File: config.mk
export PLATFORM = sky130hd
export DESIGN_NAME = pwm_channel_counter_registers_core
export DESIGN_NICKNAME = d
export VERILOG_FILES = /design/src/sv/pcr_pkg.sv /design/src/sv/pcr_word_mem.sv /design/src/sv/pcr_chan_mem.sv /design/src/sv/pcr_mod_unit.sv /design/src/sv/pwm_channel_counter_registers_core.sv
export VERILOG_INCLUDE_DIRS = /design/src /design/src/sv
export SDC_FILE = /design/constraint.sdc
export NUM_CORES = 2
export LEC_CHECK = 0
export BUFFER_PORTS_ARGS = -buffer_cell sky130_fd_sc_hd__buf_4
export CAP_MARGIN = 20
export CORE_UTILIZATION = 45
export CTS_CLUSTER_SIZE = 16
export DETAILED_ROUTE_END_ITERATION = 12
export HOLD_SLACK_MARGIN = 0.15
export MAX_ROUTING_LAYER = met4
export PLACE_DENSITY_LB_ADDON = 0.1
export SYNTH_ARGS = -nofsm -noshare
export SYNTH_HDL_FRONTEND = slang
export SYNTH_SLANG_ARGS = --single-unit
export TNS_END_PERCENT = 1
File: constraint.sdc
create_clock -name clk -period 20.1 [get_ports clk]
set_input_delay 2.01 -clock clk [delete_from_list [all_inputs] [get_ports clk]]
set_output_delay 2.01 -clock clk [all_outputs]
set_load 0.01 [all_outputs]
File: src/sv/assert_macros.svh
// assertion macros shared by the pwm channel register block
// depends on nothing; included by files that carry concurrent checks
`ifndef ASSERT_MACROS_SVH
`define ASSERT_MACROS_SVH
`ifndef ASSERT_OFF
// same-cycle implication under an active-low reset
`define ASSERT_IMPL(lbl, clk, rst_n, ante, cons) \
  lbl: assert property (@(posedge clk) disable iff (!(rst_n)) (ante) |-> (cons)) \
    else $error("same-cycle implication violated");
// next-cycle implication under an active-low reset
`define ASSERT_NEXT(lbl, clk, rst_n, ante, cons) \
  lbl: assert property (@(posedge clk) disable iff (!(rst_n)) (ante) |=> (cons)) \
    else $error("next-cycle implication violated");
`else
`define ASSERT_IMPL(lbl, clk, rst_n, ante, cons)
`define ASSERT_NEXT(lbl, clk, rst_n, ante, cons)
`endif
`endif

File: src/sv/pcr_pkg.sv
// package for the pwm channel counter register block
// holds widths, register offsets, channel state type, fsm states and the decode helper
package pcr_pkg;

  localparam int DEF_NUM_CHANNELS = 12;
  localparam int REGS_PER_CH      = 5;
  localparam int CH_STRIDE        = 20;   // 0x14 bytes per channel

  localparam int OFF_W    = 8;
  localparam int SIZE_W   = 3;
  localparam int DATA_W   = 32;
  localparam int CNT_W    = 16;
  localparam int MOD_W    = CNT_W + 1;
  localparam int STEP_W   = 5;
  localparam int CHOFF_W  = 5;
  localparam int DEC_CH_W = 4;
  localparam int IN_TDATA_W = 48;

  // offsets inside one channel
  localparam logic [CHOFF_W-1:0] OFF_CSR = 5'h00;
  localparam logic [CHOFF_W-1:0] OFF_CTR = 5'h08;
  localparam logic [CHOFF_W-1:0] OFF_TOP = 5'h10;

  localparam logic [CNT_W-1:0] CTR_STEP   = 16'd17;
  localparam logic [CNT_W-1:0] WRAP_RESET = 16'hFFFF;

  // access kinds and sizes
  localparam logic FUNC_READ  = 1'b0;
  localparam logic FUNC_WRITE = 1'b1;
  localparam logic [SIZE_W-1:0] SIZE_BYTE = 3'd1;
  localparam logic [SIZE_W-1:0] SIZE_HALF = 3'd2;

  typedef struct packed {
    logic             enable;
    logic [CNT_W-1:0] count;
    logic [CNT_W-1:0] wrap;
  } chan_state_t;

  localparam chan_state_t CHAN_RESET = '{enable: 1'b0, count: '0, wrap: WRAP_RESET};

  typedef enum logic [2:0] {
    ST_IDLE,
    ST_RD,
    ST_LOOK,
    ST_DIV,
    ST_DONE
  } pcr_state_t;

  // channel number of a byte offset: off / 20 as off * 205 >> 12, exact for 8-bit offsets
  function automatic logic [DEC_CH_W-1:0] chan_of(input logic [OFF_W-1:0] off);
    logic [15:0] prod;
    prod = 16'(off) * 16'd205;
    return prod[15:12];
  endfunction

endpackage

File: src/sv/pcr_word_mem.sv
// register word store: one write port, one registered read port
// valid bits make unwritten words read as zero after reset; uses pcr_pkg
module pcr_word_mem #(
  parameter int DEPTH  = 60,
  parameter int ADDR_W = 6
) (
  input  logic                      clk,
  input  logic                      rst_n,
  input  logic                      rd_en,
  input  logic [ADDR_W-1:0]         rd_addr,
  output logic [pcr_pkg::DATA_W-1:0] rd_data,
  input  logic                      wr_en,
  input  logic [ADDR_W-1:0]         wr_addr,
  input  logic [pcr_pkg::DATA_W-1:0] wr_data
);
  import pcr_pkg::*;

  logic [DATA_W-1:0] mem [DEPTH];
  logic [DEPTH-1:0]  valid_r;
  logic [DATA_W-1:0] data_r;
  logic              vld_r;

  // storage and registered read
  always_ff @(posedge clk) begin
    if (wr_en) begin
      mem[wr_addr] <= wr_data;
    end
    if (rd_en) begin
      data_r <= mem[rd_addr];
    end
  end

  // written-entry flags
  always_ff @(posedge clk) begin
    if (!rst_n) begin
      valid_r <= '0;
      vld_r   <= 1'b0;
    end else begin
      if (wr_en) begin
        valid_r[wr_addr] <= 1'b1;
      end
      if (rd_en) begin
        vld_r <= valid_r[rd_addr];
      end
    end
  end

  assign rd_data = vld_r ? data_r : '0;

endmodule

File: src/sv/pcr_chan_mem.sv
// per-channel state store (enable, counter, wrap) with registered read
// entries never written read as the reset state; uses pcr_pkg
module pcr_chan_mem #(
  parameter int DEPTH  = 12,
  parameter int ADDR_W = 4
) (
  input  logic                 clk,
  input  logic                 rst_n,
  input  logic                 rd_en,
  input  logic [ADDR_W-1:0]    rd_addr,
  output pcr_pkg::chan_state_t rd_data,
  input  logic                 wr_en,
  input  logic [ADDR_W-1:0]    wr_addr,
  input  pcr_pkg::chan_state_t wr_data
);
  import pcr_pkg::*;

  chan_state_t      mem [DEPTH];
  logic [DEPTH-1:0] valid_r;
  chan_state_t      data_r;
  logic             vld_r;

  // storage and registered read
  always_ff @(posedge clk) begin
    if (wr_en) begin
      mem[wr_addr] <= wr_data;
    end
    if (rd_en) begin
      data_r <= mem[rd_addr];
    end
  end

  // written-entry flags
  always_ff @(posedge clk) begin
    if (!rst_n) begin
      valid_r <= '0;
      vld_r   <= 1'b0;
    end else begin
      if (wr_en) begin
        valid_r[wr_addr] <= 1'b1;
      end
      if (rd_en) begin
        vld_r <= valid_r[rd_addr];
      end
    end
  end

  assign rd_data = vld_r ? data_r : CHAN_RESET;

endmodule

File: src/sv/pcr_mod_unit.sv
// iterative remainder unit: num mod den, one quotient bit per cycle
// restoring scheme over MOD_W bits; uses pcr_pkg
module pcr_mod_unit (
  input  logic                      clk,
  input  logic                      rst_n,
  input  logic                      start,
  input  logic [pcr_pkg::MOD_W-1:0] num,
  input  logic [pcr_pkg::MOD_W-1:0] den,
  output logic                      done,
  output logic [pcr_pkg::CNT_W-1:0] rem
);
  import pcr_pkg::*;

  logic              busy_r;
  logic [STEP_W-1:0] cnt_r;
  logic [MOD_W-1:0]  num_r;
  logic [MOD_W-1:0]  den_r;
  logic [MOD_W-1:0]  rem_r;
  logic [MOD_W:0]    shifted;
  logic [MOD_W:0]    diff;
  logic              ge;

  // one restoring step
  assign shifted = {rem_r, num_r[MOD_W-1]};
  assign diff    = shifted - {1'b0, den_r};
  assign ge      = shifted >= {1'b0, den_r};

  always_ff @(posedge clk) begin
    if (!rst_n) begin
      busy_r <= 1'b0;
      cnt_r  <= '0;
    end else if (start) begin
      busy_r <= 1'b1;
      cnt_r  <= STEP_W'(MOD_W);
    end else if (busy_r) begin
      if (cnt_r == '0) begin
        busy_r <= 1'b0;
      end else begin
        cnt_r <= cnt_r - 1'b1;
      end
    end
  end

  // datapath needs no reset
  always_ff @(posedge clk) begin
    if (start) begin
      num_r <= num;
      den_r <= den;
      rem_r <= '0;
    end else if (busy_r && cnt_r != '0) begin
      num_r <= {num_r[MOD_W-2:0], 1'b0};
      rem_r <= ge ? diff[MOD_W-1:0] : shifted[MOD_W-1:0];
    end
  end

  // remainder stays below den, so it fits the counter width
  assign done = busy_r && (cnt_r == '0);
  assign rem  = rem_r[CNT_W-1:0];

endmodule

File: src/sv/pwm_channel_counter_registers_core.sv
// Register window of NUM_CHANNELS pwm channels, five words per channel at a 20-byte stride.
// Input channel (in_*): one register access per transaction. in_tuser is the access kind
// (0 read, 1 write); in_tdata carries byte offset, access size and write data.
// Output channel (out_*): exactly one result word per access, zero for writes.
// Writes merge byte, halfword or word data into the word store; a write at a channel's
// CSR offset sets its enable flag (enabling clears the counter), a write at TOP loads the
// wrap value. A read of CTR on an enabled channel advances the counter by 17 modulo
// wrap + 1 and returns it; other reads return the stored word; offsets past the window
// read zero and ignore writes.
// An accepted access reads both memories in RD and is decoded in LOOK, where writes are stored;
// a counter read then waits in DIV for the bit-serial remainder unit and stores the new count
// there. DONE loads the output register, and no new access is taken before DONE is left. This
// single read-modify-write pass through the two state memories sets the pace of the block.
// Reset clears all channels to disabled, counter zero, wrap 0xFFFF and words zero at once;
// the block accepts accesses in the first cycle after reset.
// A stalled receiver holds the result in the output register; one more access can be taken
// and processed meanwhile, and its result waits until the output register is free.
`include "assert_macros.svh"

module pwm_channel_counter_registers_core #(
  parameter int NUM_CHANNELS = pcr_pkg::DEF_NUM_CHANNELS
) (
  input  logic                           clk,
  input  logic                           rst_n,
  input  logic                           in_tvalid,
  output logic                           in_tready,
  // fields from bit 0: byte_offset[7:0], access_bytes[10:8], write_data[42:11], zero fill
  input  logic [pcr_pkg::IN_TDATA_W-1:0] in_tdata,
  // fields from bit 0: func
  input  logic                           in_tuser,
  output logic                           out_tvalid,
  input  logic                           out_tready,
  // fields from bit 0: read_data[31:0]
  output logic [pcr_pkg::DATA_W-1:0]     out_tdata
);
  import pcr_pkg::*;

  localparam int NUM_WORDS = NUM_CHANNELS * REGS_PER_CH;
  localparam int CH_W      = (NUM_CHANNELS > 1) ? $clog2(NUM_CHANNELS) : 1;
  localparam int WORD_W    = $clog2(NUM_WORDS);
  localparam logic [OFF_W:0] WINDOW_BYTES = (OFF_W + 1)'(NUM_CHANNELS * CH_STRIDE);

  // input field split
  logic [OFF_W-1:0]  in_off;
  logic [SIZE_W-1:0] in_size;
  logic [DATA_W-1:0] in_data;
  assign in_off  = in_tdata[OFF_W-1:0];
  assign in_size = in_tdata[OFF_W+SIZE_W-1:OFF_W];
  assign in_data = in_tdata[OFF_W+SIZE_W+DATA_W-1:OFF_W+SIZE_W];

  // address decode at acceptance
  logic [DEC_CH_W-1:0] dec_ch;
  logic [OFF_W-1:0]    dec_choff;
  logic                dec_oow;
  assign dec_ch    = chan_of(in_off);
  assign dec_choff = in_off - OFF_W'({4'd0, dec_ch} * 8'd20);
  assign dec_oow   = {1'b0, in_off} >= WINDOW_BYTES;

  // held access
  logic                req_write_r;
  logic                req_oow_r;
  logic [CH_W-1:0]     req_ch_r;
  logic [WORD_W-1:0]   req_word_r;
  logic [CHOFF_W-1:0]  req_choff_r;
  logic [1:0]          req_lane_r;
  logic [SIZE_W-1:0]   req_size_r;
  logic [DATA_W-1:0]   req_data_r;

  pcr_state_t        state_r, state_nxt;
  logic [DATA_W-1:0] res_r, res_nxt;
  logic              out_valid_r, out_valid_nxt;
  logic [DATA_W-1:0] out_data_r;
  logic              accept, out_load;

  // memory ports
  logic              mem_rd_en;
  logic              word_wr_en;
  logic [DATA_W-1:0] word_rd, word_wr;
  logic              chan_wr_en;
  chan_state_t       chan_rd, chan_wr;

  // remainder unit
  logic              mod_start, mod_done;
  logic [MOD_W-1:0]  mod_num, mod_den;
  logic [CNT_W-1:0]  mod_rem;

  assign accept = in_tvalid && in_tready;

  pcr_word_mem #(
    .DEPTH  (NUM_WORDS),
    .ADDR_W (WORD_W)
  ) u_word_mem (
    .clk     (clk),
    .rst_n   (rst_n),
    .rd_en   (mem_rd_en),
    .rd_addr (req_word_r),
    .rd_data (word_rd),
    .wr_en   (word_wr_en),
    .wr_addr (req_word_r),
    .wr_data (word_wr)
  );

  pcr_chan_mem #(
    .DEPTH  (NUM_CHANNELS),
    .ADDR_W (CH_W)
  ) u_chan_mem (
    .clk     (clk),
    .rst_n   (rst_n),
    .rd_en   (mem_rd_en),
    .rd_addr (req_ch_r),
    .rd_data (chan_rd),
    .wr_en   (chan_wr_en),
    .wr_addr (req_ch_r),
    .wr_data (chan_wr)
  );

  assign mod_num = {1'b0, chan_rd.count} + {1'b0, CTR_STEP};
  assign mod_den = {1'b0, chan_rd.wrap} + 1'b1;

  pcr_mod_unit u_mod_unit (
    .clk   (clk),
    .rst_n (rst_n),
    .start (mod_start),
    .num   (mod_num),
    .den   (mod_den),
    .done  (mod_done),
    .rem   (mod_rem)
  );

  // byte-lane merge of write data into the old word
  logic [3:0]        byte_en;
  logic [DATA_W-1:0] wr_repl;
  logic [DATA_W-1:0] merged;
  always_comb begin
    priority if (req_size_r == SIZE_BYTE) begin
      byte_en = 4'b0001 << req_lane_r;
      wr_repl = {4{req_data_r[7:0]}};
    end else if (req_size_r == SIZE_HALF) begin
      byte_en = req_lane_r[1] ? 4'b1100 : 4'b0011;
      wr_repl = {2{req_data_r[15:0]}};
    end else begin
      byte_en = 4'b1111;
      wr_repl = req_data_r;
    end
    for (int b = 0; b < 4; b++) begin
      merged[b*8 +: 8] = byte_en[b] ? wr_repl[b*8 +: 8] : word_rd[b*8 +: 8];
    end
  end

  // sequencer: next state, memory controls and result
  always_comb begin
    state_nxt  = state_r;
    res_nxt    = res_r;
    in_tready  = 1'b0;
    mem_rd_en  = 1'b0;
    word_wr_en = 1'b0;
    word_wr    = merged;
    chan_wr_en = 1'b0;
    chan_wr    = chan_rd;
    mod_start  = 1'b0;
    out_load   = 1'b0;
    unique case (state_r)
      ST_IDLE: begin
        in_tready = 1'b1;
        if (in_tvalid) begin
          state_nxt = ST_RD;
        end
      end
      ST_RD: begin
        mem_rd_en = 1'b1;
        state_nxt = ST_LOOK;
      end
      ST_LOOK: begin
        state_nxt = ST_DONE;
        res_nxt   = '0;
        if (req_oow_r) begin
          res_nxt = '0;
        end else if (req_write_r == FUNC_WRITE) begin
          word_wr_en = 1'b1;
          if (req_choff_r == OFF_CSR) begin
            chan_wr_en     = 1'b1;
            chan_wr.enable = req_data_r[0];
            if (req_data_r[0]) begin
              chan_wr.count = '0;
            end
          end else if (req_choff_r == OFF_TOP) begin
            chan_wr_en   = 1'b1;
            chan_wr.wrap = req_data_r[CNT_W-1:0];
          end
        end else if (req_choff_r == OFF_CTR && chan_rd.enable) begin
          mod_start = 1'b1;
          state_nxt = ST_DIV;
        end else begin
          res_nxt = word_rd;
        end
      end
      ST_DIV: begin
        if (mod_done) begin
          chan_wr_en    = 1'b1;
          chan_wr.count = mod_rem;
          res_nxt       = {{(DATA_W-CNT_W){1'b0}}, mod_rem};
          state_nxt     = ST_DONE;
        end
      end
      ST_DONE: begin
        if (!out_valid_r || out_tready) begin
          out_load  = 1'b1;
          state_nxt = ST_IDLE;
        end
      end
      default: begin
        state_nxt = ST_IDLE;
      end
    endcase
  end

  // output register keeps the result while the receiver stalls
  always_comb begin
    priority if (out_load) begin
      out_valid_nxt = 1'b1;
    end else if (out_tready) begin
      out_valid_nxt = 1'b0;
    end else begin
      out_valid_nxt = out_valid_r;
    end
  end

  // control registers
  always_ff @(posedge clk) begin
    if (!rst_n) begin
      state_r     <= ST_IDLE;
      out_valid_r <= 1'b0;
    end else begin
      state_r     <= state_nxt;
      out_valid_r <= out_valid_nxt;
    end
  end

  // payload registers
  always_ff @(posedge clk) begin
    res_r <= res_nxt;
    if (out_load) begin
      out_data_r <= res_r;
    end
    if (accept) begin
      req_write_r <= in_tuser;
      req_oow_r   <= dec_oow;
      req_ch_r    <= CH_W'(dec_ch);
      req_word_r  <= WORD_W'(in_off[OFF_W-1:2]);
      req_choff_r <= dec_choff[CHOFF_W-1:0];
      req_lane_r  <= in_off[1:0];
      req_size_r  <= in_size;
      req_data_r  <= in_data;
    end
  end

  assign out_tvalid = out_valid_r;
  assign out_tdata  = out_data_r;

  // checks
  `ASSERT_IMPL(a_done_in_div, clk, rst_n, mod_done, state_r == ST_DIV)
  `ASSERT_IMPL(a_rem_below_modulus, clk, rst_n, mod_done, {1'b0, mod_rem} < mod_den)
  `ASSERT_NEXT(a_result_waits, clk, rst_n,
               state_r == ST_DONE && out_valid_r && !out_tready, state_r == ST_DONE)

endmodule

### After elaboration in Yosys (flattened, before gate mapping)

Memory sizes are Yosys's and may differ from the RTL's. A register that Yosys moved wholly into a read port is not among the register bits.
Cells that the tools add are included.

* flip-flop bits (word level): 253
* bits in writable memories: 2316
* output and inout port bits: 34
* word-level logic and storage cells: 148
* memories: 2

Memory list
* u_word_mem.mem: depth 60, width 32, rd ports 1, clocked after Yosys merged registers in 1, write ports 1, RTL line pcr_word_mem.sv:18 `logic [DATA_W-1:0] mem [DEPTH];`
* u_chan_mem.mem: depth 12, width 33, rd ports 1, clocked after Yosys merged registers in 1, write ports 1, RTL line pcr_chan_mem.sv:18 `chan_state_t mem [DEPTH];`

* add/subtract/negate cells: 5
* multipliers: 2
* $lt $le $gt $ge: 6
* eq/ne operators: 12
* shifts and indexed selects: 1
* mux-type cells: 73
* bitwise logic cells: 4
* reduce and logical (&&, ||, !) cells: 21

Operators with widths (number)
* two-way mux 32 bit: 7
* two-way mux 33 bit: 3
* two-way mux 16 bit: 5
* two-way mux 17 bit: 4
* case mux 32 bit (2 select lines): 1
* OR 60 bit: 1
* two-way mux 8 bit: 4
* case mux 16 bit (2 select lines): 1
* two-way mux 1 bit: 30
* greater-or-equal comparator 18 x 17 -> 1 bit: 1
* two-way mux 3 bit: 6
* adder 16 x 1 -> 17 bit (second input constant): 1
* adder 16 x 5 -> 17 bit (second input constant): 1
* subtractor 17 bit: 1
* multiplier 8 x 8 -> 16 bit (second input constant): 1
* two-way mux 5 bit: 3
* case mux 3 bit (5 select lines): 1
* two-way mux 4 bit: 3
* OR 12 bit: 1
* zero test 5 bit: 2
* equality test 3 x 2 -> 1 bit (second input constant): 3
* greater-or-equal comparator 8 bit (second input constant): 1
* != test 2 bit (second input constant): 4
* nonzero test 2 bit: 4
* 26 further kinds: 35

### Longest topological paths before layout

* depth in word-level cells: 8
* gate-level depth with buffers: 18

### Hierarchy

Synthesis repeated with hierarchy kept, for this count alone.

* cell total of the unflattened synthesis: 4900
* area, all modules: 103728.2 sq um

By module, submodules not included
* pcr_word_mem: times used 1, cells an instance 3272, area an instance 76706.1 sq um, seq. area each 59837.4 sq um
* pcr_chan_mem: times used 1, cells an instance 760, area an instance 16764.8 sq um, seq. area each 13142.6 sq um
* pwm_channel_counter_registers_core: times used 1, cells an instance 529, area an instance 6807.8 sq um, seq. area each 3563.4 sq um
* pcr_mod_unit: times used 1, cells an instance 339, area an instance 3449.6 sq um, seq. area each 1481.4 sq um

### Least setup slack after synthesis

No wires, ideal clock.

* kind: reg2reg
* start: register state_r[0]
* end: register u_word_mem.vld_r
* setup time: 0.123 ns
* arrival: 6.414 ns
* required time: 19.977 ns
* path slack: 13.563 ns
* stages on the path, launching flop included: 5
* path buffers: 1
* clock period less this slack: 6.537 ns
* cell sequence: dfxtp_1 -> buf_2 -> nor3b_1 -> o2111ai_1 -> o221a_2

* cells in the longest elaborated chain, start to end: 2

Ends and longest elaborated chain
* start, declared: RTL line pwm_channel_counter_registers_core.sv:69 `pcr_state_t state_r, state_nxt;`
* start signal, assigned: RTL line pwm_channel_counter_registers_core.sv:234 `state_r <= state_nxt;`
* equality test 3 x 1 -> 1 bit: RTL line pwm_channel_counter_registers_core.sv:162 `unique case (state_r)`
* two-way mux 1 bit: RTL line pwm_channel_counter_registers_core.sv:162
* end signal, assigned: RTL line pcr_word_mem.sv:43 `vld_r <= valid_r[rd_addr];`
* end, declared: RTL line pcr_word_mem.sv:21 `logic vld_r;`

Every way passes these cells.
A chain may end at the register's enable or synchronous reset.

==> flow_summary.json <==
{
  "status": "finished with violations",
  "violated_checks": "max-slew violations",
  "ctsHtreeMaxLevel": 5,
  "worst_hold_startpoint": "res_r[1]",
  "number_of_vias_per_cell": 6.36,
  "synth-seq-cells": 2632,
  "dr.pass1.iters": 6,
  "post_cts_hold_buffer_count": 0,
  "critical_path.slowest_cell": "sky130_fd_sc_hd__a221oi_1",
  "area_delta_synth_final_pct": 13.9,
  "gr-usage-all-layers_pct": 29.2,
  "fp.dieH_um": 481,
  "antenna_found_initial": 21,
  "ff2ff_setup_slack_ps": 14220,
  "setup.worst_path.start": "req_word_r[1]",
  "synth_cell_type_count": 85,
  "critPathMaxFanout": 68,
  "core_sq_mm": 0.228,
  "io_buffers": 81,
  "floorplan.initialDensity_pct": 45.4,
  "synth_area_leaders": "sky130_fd_sc_hd__edfxtp_1, sky130_fd_sc_hd__mux4_2, sky130_fd_sc_hd__mux2i_1, sky130_fd_sc_hd__dfxtp_1, sky130_fd_sc_hd__a221oi_1",
  "clkTransAtPathRegs_ps": 60,
  "report.final.hold_viol_count": 0,
  "synth.top_cell.area_share_pct": 73.5,
  "holdCritPathClass": "flip-flop to flip-flop",
  "p_total_uw": 12600,
  "reg2regPathDepth": 9,
  "grt_first_pass_wirelength_um": 455000,
  "fin_worst_skew_ps": 66.6,
  "number_of_nets_in_the_layout": 6159,
  "detail-route-antenna-nets": 0,
  "overflow": 0,
  "finalWirelength_um": 330000,
  "cts_resized": 0,
  "dr_total_vias": 58900,
  "synth_largest_area_cell": "sky130_fd_sc_hd__edfxtp_1",
  "cpMostUsedCell": "sky130_fd_sc_hd__a221oi_1",
  "timing.critical_path.to_type": "flip-flop",
  "post-synth-top-count-cell": "sky130_fd_sc_hd__edfxtp_1",
  "tritoncts": "done",
  "power_per_cell_area_mw_per_mm2": 107,
  "post-cts-setup-buffer-count": 0,
  "grt_start_max_net_pins": 109,
  "max_cap_violations": 0,
  "setup-tns-final_ps": 0,
  "ys_async_sr_fraction_pct": 0,
  "numCtsBuffers": 295,
  "synth.cells.most_frequent": "sky130_fd_sc_hd__edfxtp_1, sky130_fd_sc_hd__nor2_1, sky130_fd_sc_hd__mux4_2",
  "global_route.usage.met1_pct": 41.2,
  "syn_area_sq_mm": 0.103,
  "relSlewSlack_pct": -3.24,
  "worstPathRequired_ps": 20670,
  "leakage_uw": 0.0382,
  "hold_depth": 0,
  "yosysSeqAreaShare_pct": 75.5,
  "worst-endpoint-arrival_ps": 6450,
  "fp.dieArea_sq_mm": 0.232,
  "clock_insertion_delay_worst_skew_ps": 960,
  "worst_hold_path.endpoint": "out_tdata[1]",
  "yosys_warnings": 0,
  "grt_pass1_vias": 56500,
  "r2r-end": "u_word_mem.data_r[23]",
  "cts_sinks": 2632,
  "cp_slowest_stage_delay_ps": 1270,
  "grt.met2_usage_pct": 43.5,
  "vdd.ir_drop.worst_mv": 0.0723,
  "rsz0062_at_grt": "false",
  "cts_root_buf": "sky130_fd_sc_hd__clkbuf_16",
  "drive_gt1_share_pct": 20.5,
  "timing.critical_path.cells": "buf_12, and2b_2, buf_4, a221oi_1, nor2_1, o21ai_0, nand4_1, a221oi_1, o21ai_1",
  "post_synth_inst_count": 5769,
  "timing.setup.critical_path_class": "flip-flop to flip-flop",
  "grt_busiest_layer": "met2",
  "synth.avg_cell_area_sq_um": 17.9,
  "synth_enable_flop_cells": 2531,
  "worstMarginPinSlew_ps": 1550,
  "crit_path_time_final_ps": 5880,
  "grt.met3_usage_pct": 4.80,
  "synth-main-ff-cell": "sky130_fd_sc_hd__edfxtp_1",
  "timing.final.setup_violations": 0,
  "min_period_over_period_pct": 29.3,
  "final-max-slew-violation-count": 1,
  "wl_per_cell_um": 35.6,
  "cts-root-to-sink-buffers": 4,
  "globalplace.congestion": 0.870,
  "crit-reg2reg-launch": "req_word_r[1]",
  "final.fill_count": 18400,
  "worstSetupStartpointType": "flip-flop",
  "remaining_drc_errors": 0,
  "syn-num-nets": 5898,
  "boundaryPins": 87,
  "max_clock_freq_mhz": 170,
  "placementRows": 175,
  "drt_iter0_markers": 7741,
  "detailed_place_hpwl_um": 190000,
  "die-width_um": 481
}
routing by layer:
metal  vias up  part of all wire [%]
met5         -                     0
met4         0                   3.2
met3       577                   9.2
met2      3168                    46
met1     31200                    42
li1      24000                     -
placed cells by master (no fill, tap or decap), types with 13 or more instances in the layout:
cell                        synthesis  layout
sky130_fd_sc_hd__mux2_2           133     133
sky130_fd_sc_hd__o221ai_1          17      17
sky130_fd_sc_hd__a31oi_1           17      17
sky130_fd_sc_hd__o21ai_0          228     206
sky130_fd_sc_hd__nor2_4             1      75
sky130_fd_sc_hd__nand3_1           47      47
sky130_fd_sc_hd__bufinv_16          0      19
sky130_fd_sc_hd__a221o_1           33      33
sky130_fd_sc_hd__a22oi_1          106     106
sky130_fd_sc_hd__mux2i_1          246     246
sky130_fd_sc_hd__nand2_1          216     216
sky130_fd_sc_hd__clkbuf_16          0     297
sky130_fd_sc_hd__xor2_1            23      23
sky130_fd_sc_hd__o22ai_1           80      80
sky130_fd_sc_hd__mux4_2           276     276
sky130_fd_sc_hd__clkinv_1           1      50
sky130_fd_sc_hd__buf_4             42     304
sky130_fd_sc_hd__a22o_1            50      50
sky130_fd_sc_hd__nand4_1           22      22
sky130_fd_sc_hd__or3_1             17      16
sky130_fd_sc_hd__inv_1             67      64
sky130_fd_sc_hd__o22a_1            21      21
sky130_fd_sc_hd__o211ai_1          15      15
sky130_fd_sc_hd__a21oi_1          212     202
sky130_fd_sc_hd__a32o_1            16      16
sky130_fd_sc_hd__a211oi_1          19      19
sky130_fd_sc_hd__o21ai_4            0      24
sky130_fd_sc_hd__dfxtp_1          101     100
sky130_fd_sc_hd__o21a_1            13      13
sky130_fd_sc_hd__a221oi_1         227     226
sky130_fd_sc_hd__xnor2_1           22      22
sky130_fd_sc_hd__nor2_1           389     313
sky130_fd_sc_hd__clkbuf_1         124      66
sky130_fd_sc_hd__diode_2            0      15
sky130_fd_sc_hd__ha_1              64      64
sky130_fd_sc_hd__clkinv_2           0      45
sky130_fd_sc_hd__edfxtp_1        2531    2531
sky130_fd_sc_hd__and3_1            22      22
critical path: cells and delay by family (launching register included):
kind	cells	cell delay (ps)
flip-flops	1	760
AND/OR/NAND/NOR	3	980
buffers and inverters	2	940
AO/OA/AOI/OAI	4	2630
state kept, by name (all words and copies together) (netlist names):
name and count:
res_r 32, u_mod_unit.den_r 17, u_word_mem.data_r 32, u_word_mem.vld_r 1, req_write_r 1, u_chan_mem.vld_r 1
u_mod_unit.rem_r 17, u_mod_unit.cnt_r 5, req_data_r 32, u_mod_unit.num_r 17, u_word_mem.mem 1920, u_chan_mem.data_r 33
u_chan_mem.valid_r 12, out_tdata 32, req_oow_r 1, req_word_r 6, u_mod_unit.busy_r 1, u_chan_mem.mem 396
req_choff_r 5, req_ch_r 4, state_r 3, u_word_mem.valid_r 60, req_size_r 3, out_tvalid 1
through the flow:
step,cell area (sq um),std cells,utilization (%),hold WS [ps],setup slack (ps)
detailed placement,109000,8736,47.7,405,13600
CTS,118000,9238,51.6,420,14310
floorplan,103000,5769,-,400,13560
global placement,109000,8733,47.7,407,13630
global route,118000,9250,51.6,424,14070
finish,118000,9259,51.6,421,14220
layout make-up:
type | count | area (sq um) | share of cell area (%)
Timing Repair Buffer | 312 | 2440 | 2.08
Inverter | 69 | 269 | 0.229
Tap cell | 3009 | 3760 | 3.20
Clock inverter | 132 | 1150 | 0.981
Antenna cell | 15 | 37.5 | 0.0319
Sequential cell | 2632 | 78000 | 66.3
Multi-Input combinational cell | 2720 | 24200 | 20.6
Clock buffer | 370 | 7780 | 6.61
where the power goes:
part | switching [uW] | internal (uW)
Clock | 2130 | 2970
Combinational | 878 | 419
Sequential | 58.5 | 6170
worst max-delay path by stage:
stage | slack (ps) | endpoint | cells after the start
global placement | 13630 | req_choff_r[4] | 18
global route | 14070 | u_word_mem.data_r[0] | 11
detailed placement | 13600 | req_choff_r[4] | 18
finish | 14220 | u_word_mem.data_r[23] | 9
floorplan | 13560 | u_word_mem.vld_r | 4
CTS | 14310 | u_word_mem.data_r[0] | 11
cells by family (layout without fill, tap and decap cells):
logic type,Yosys count,after routing,share of synthesized area (%)
buffers and inverters,417,883,2.11
adder cells (fa/ha/maj),76,76,1.01
other,0,15,0
flip-flops,2632,2632,75.5
AO/OA/AOI/OAI,1129,1129,7.64
AND/OR/NAND/NOR,805,805,3.43
XOR/XNOR,45,45,0.381
multiplexers,665,665,9.96
Power figures use the tool's default switching activity.
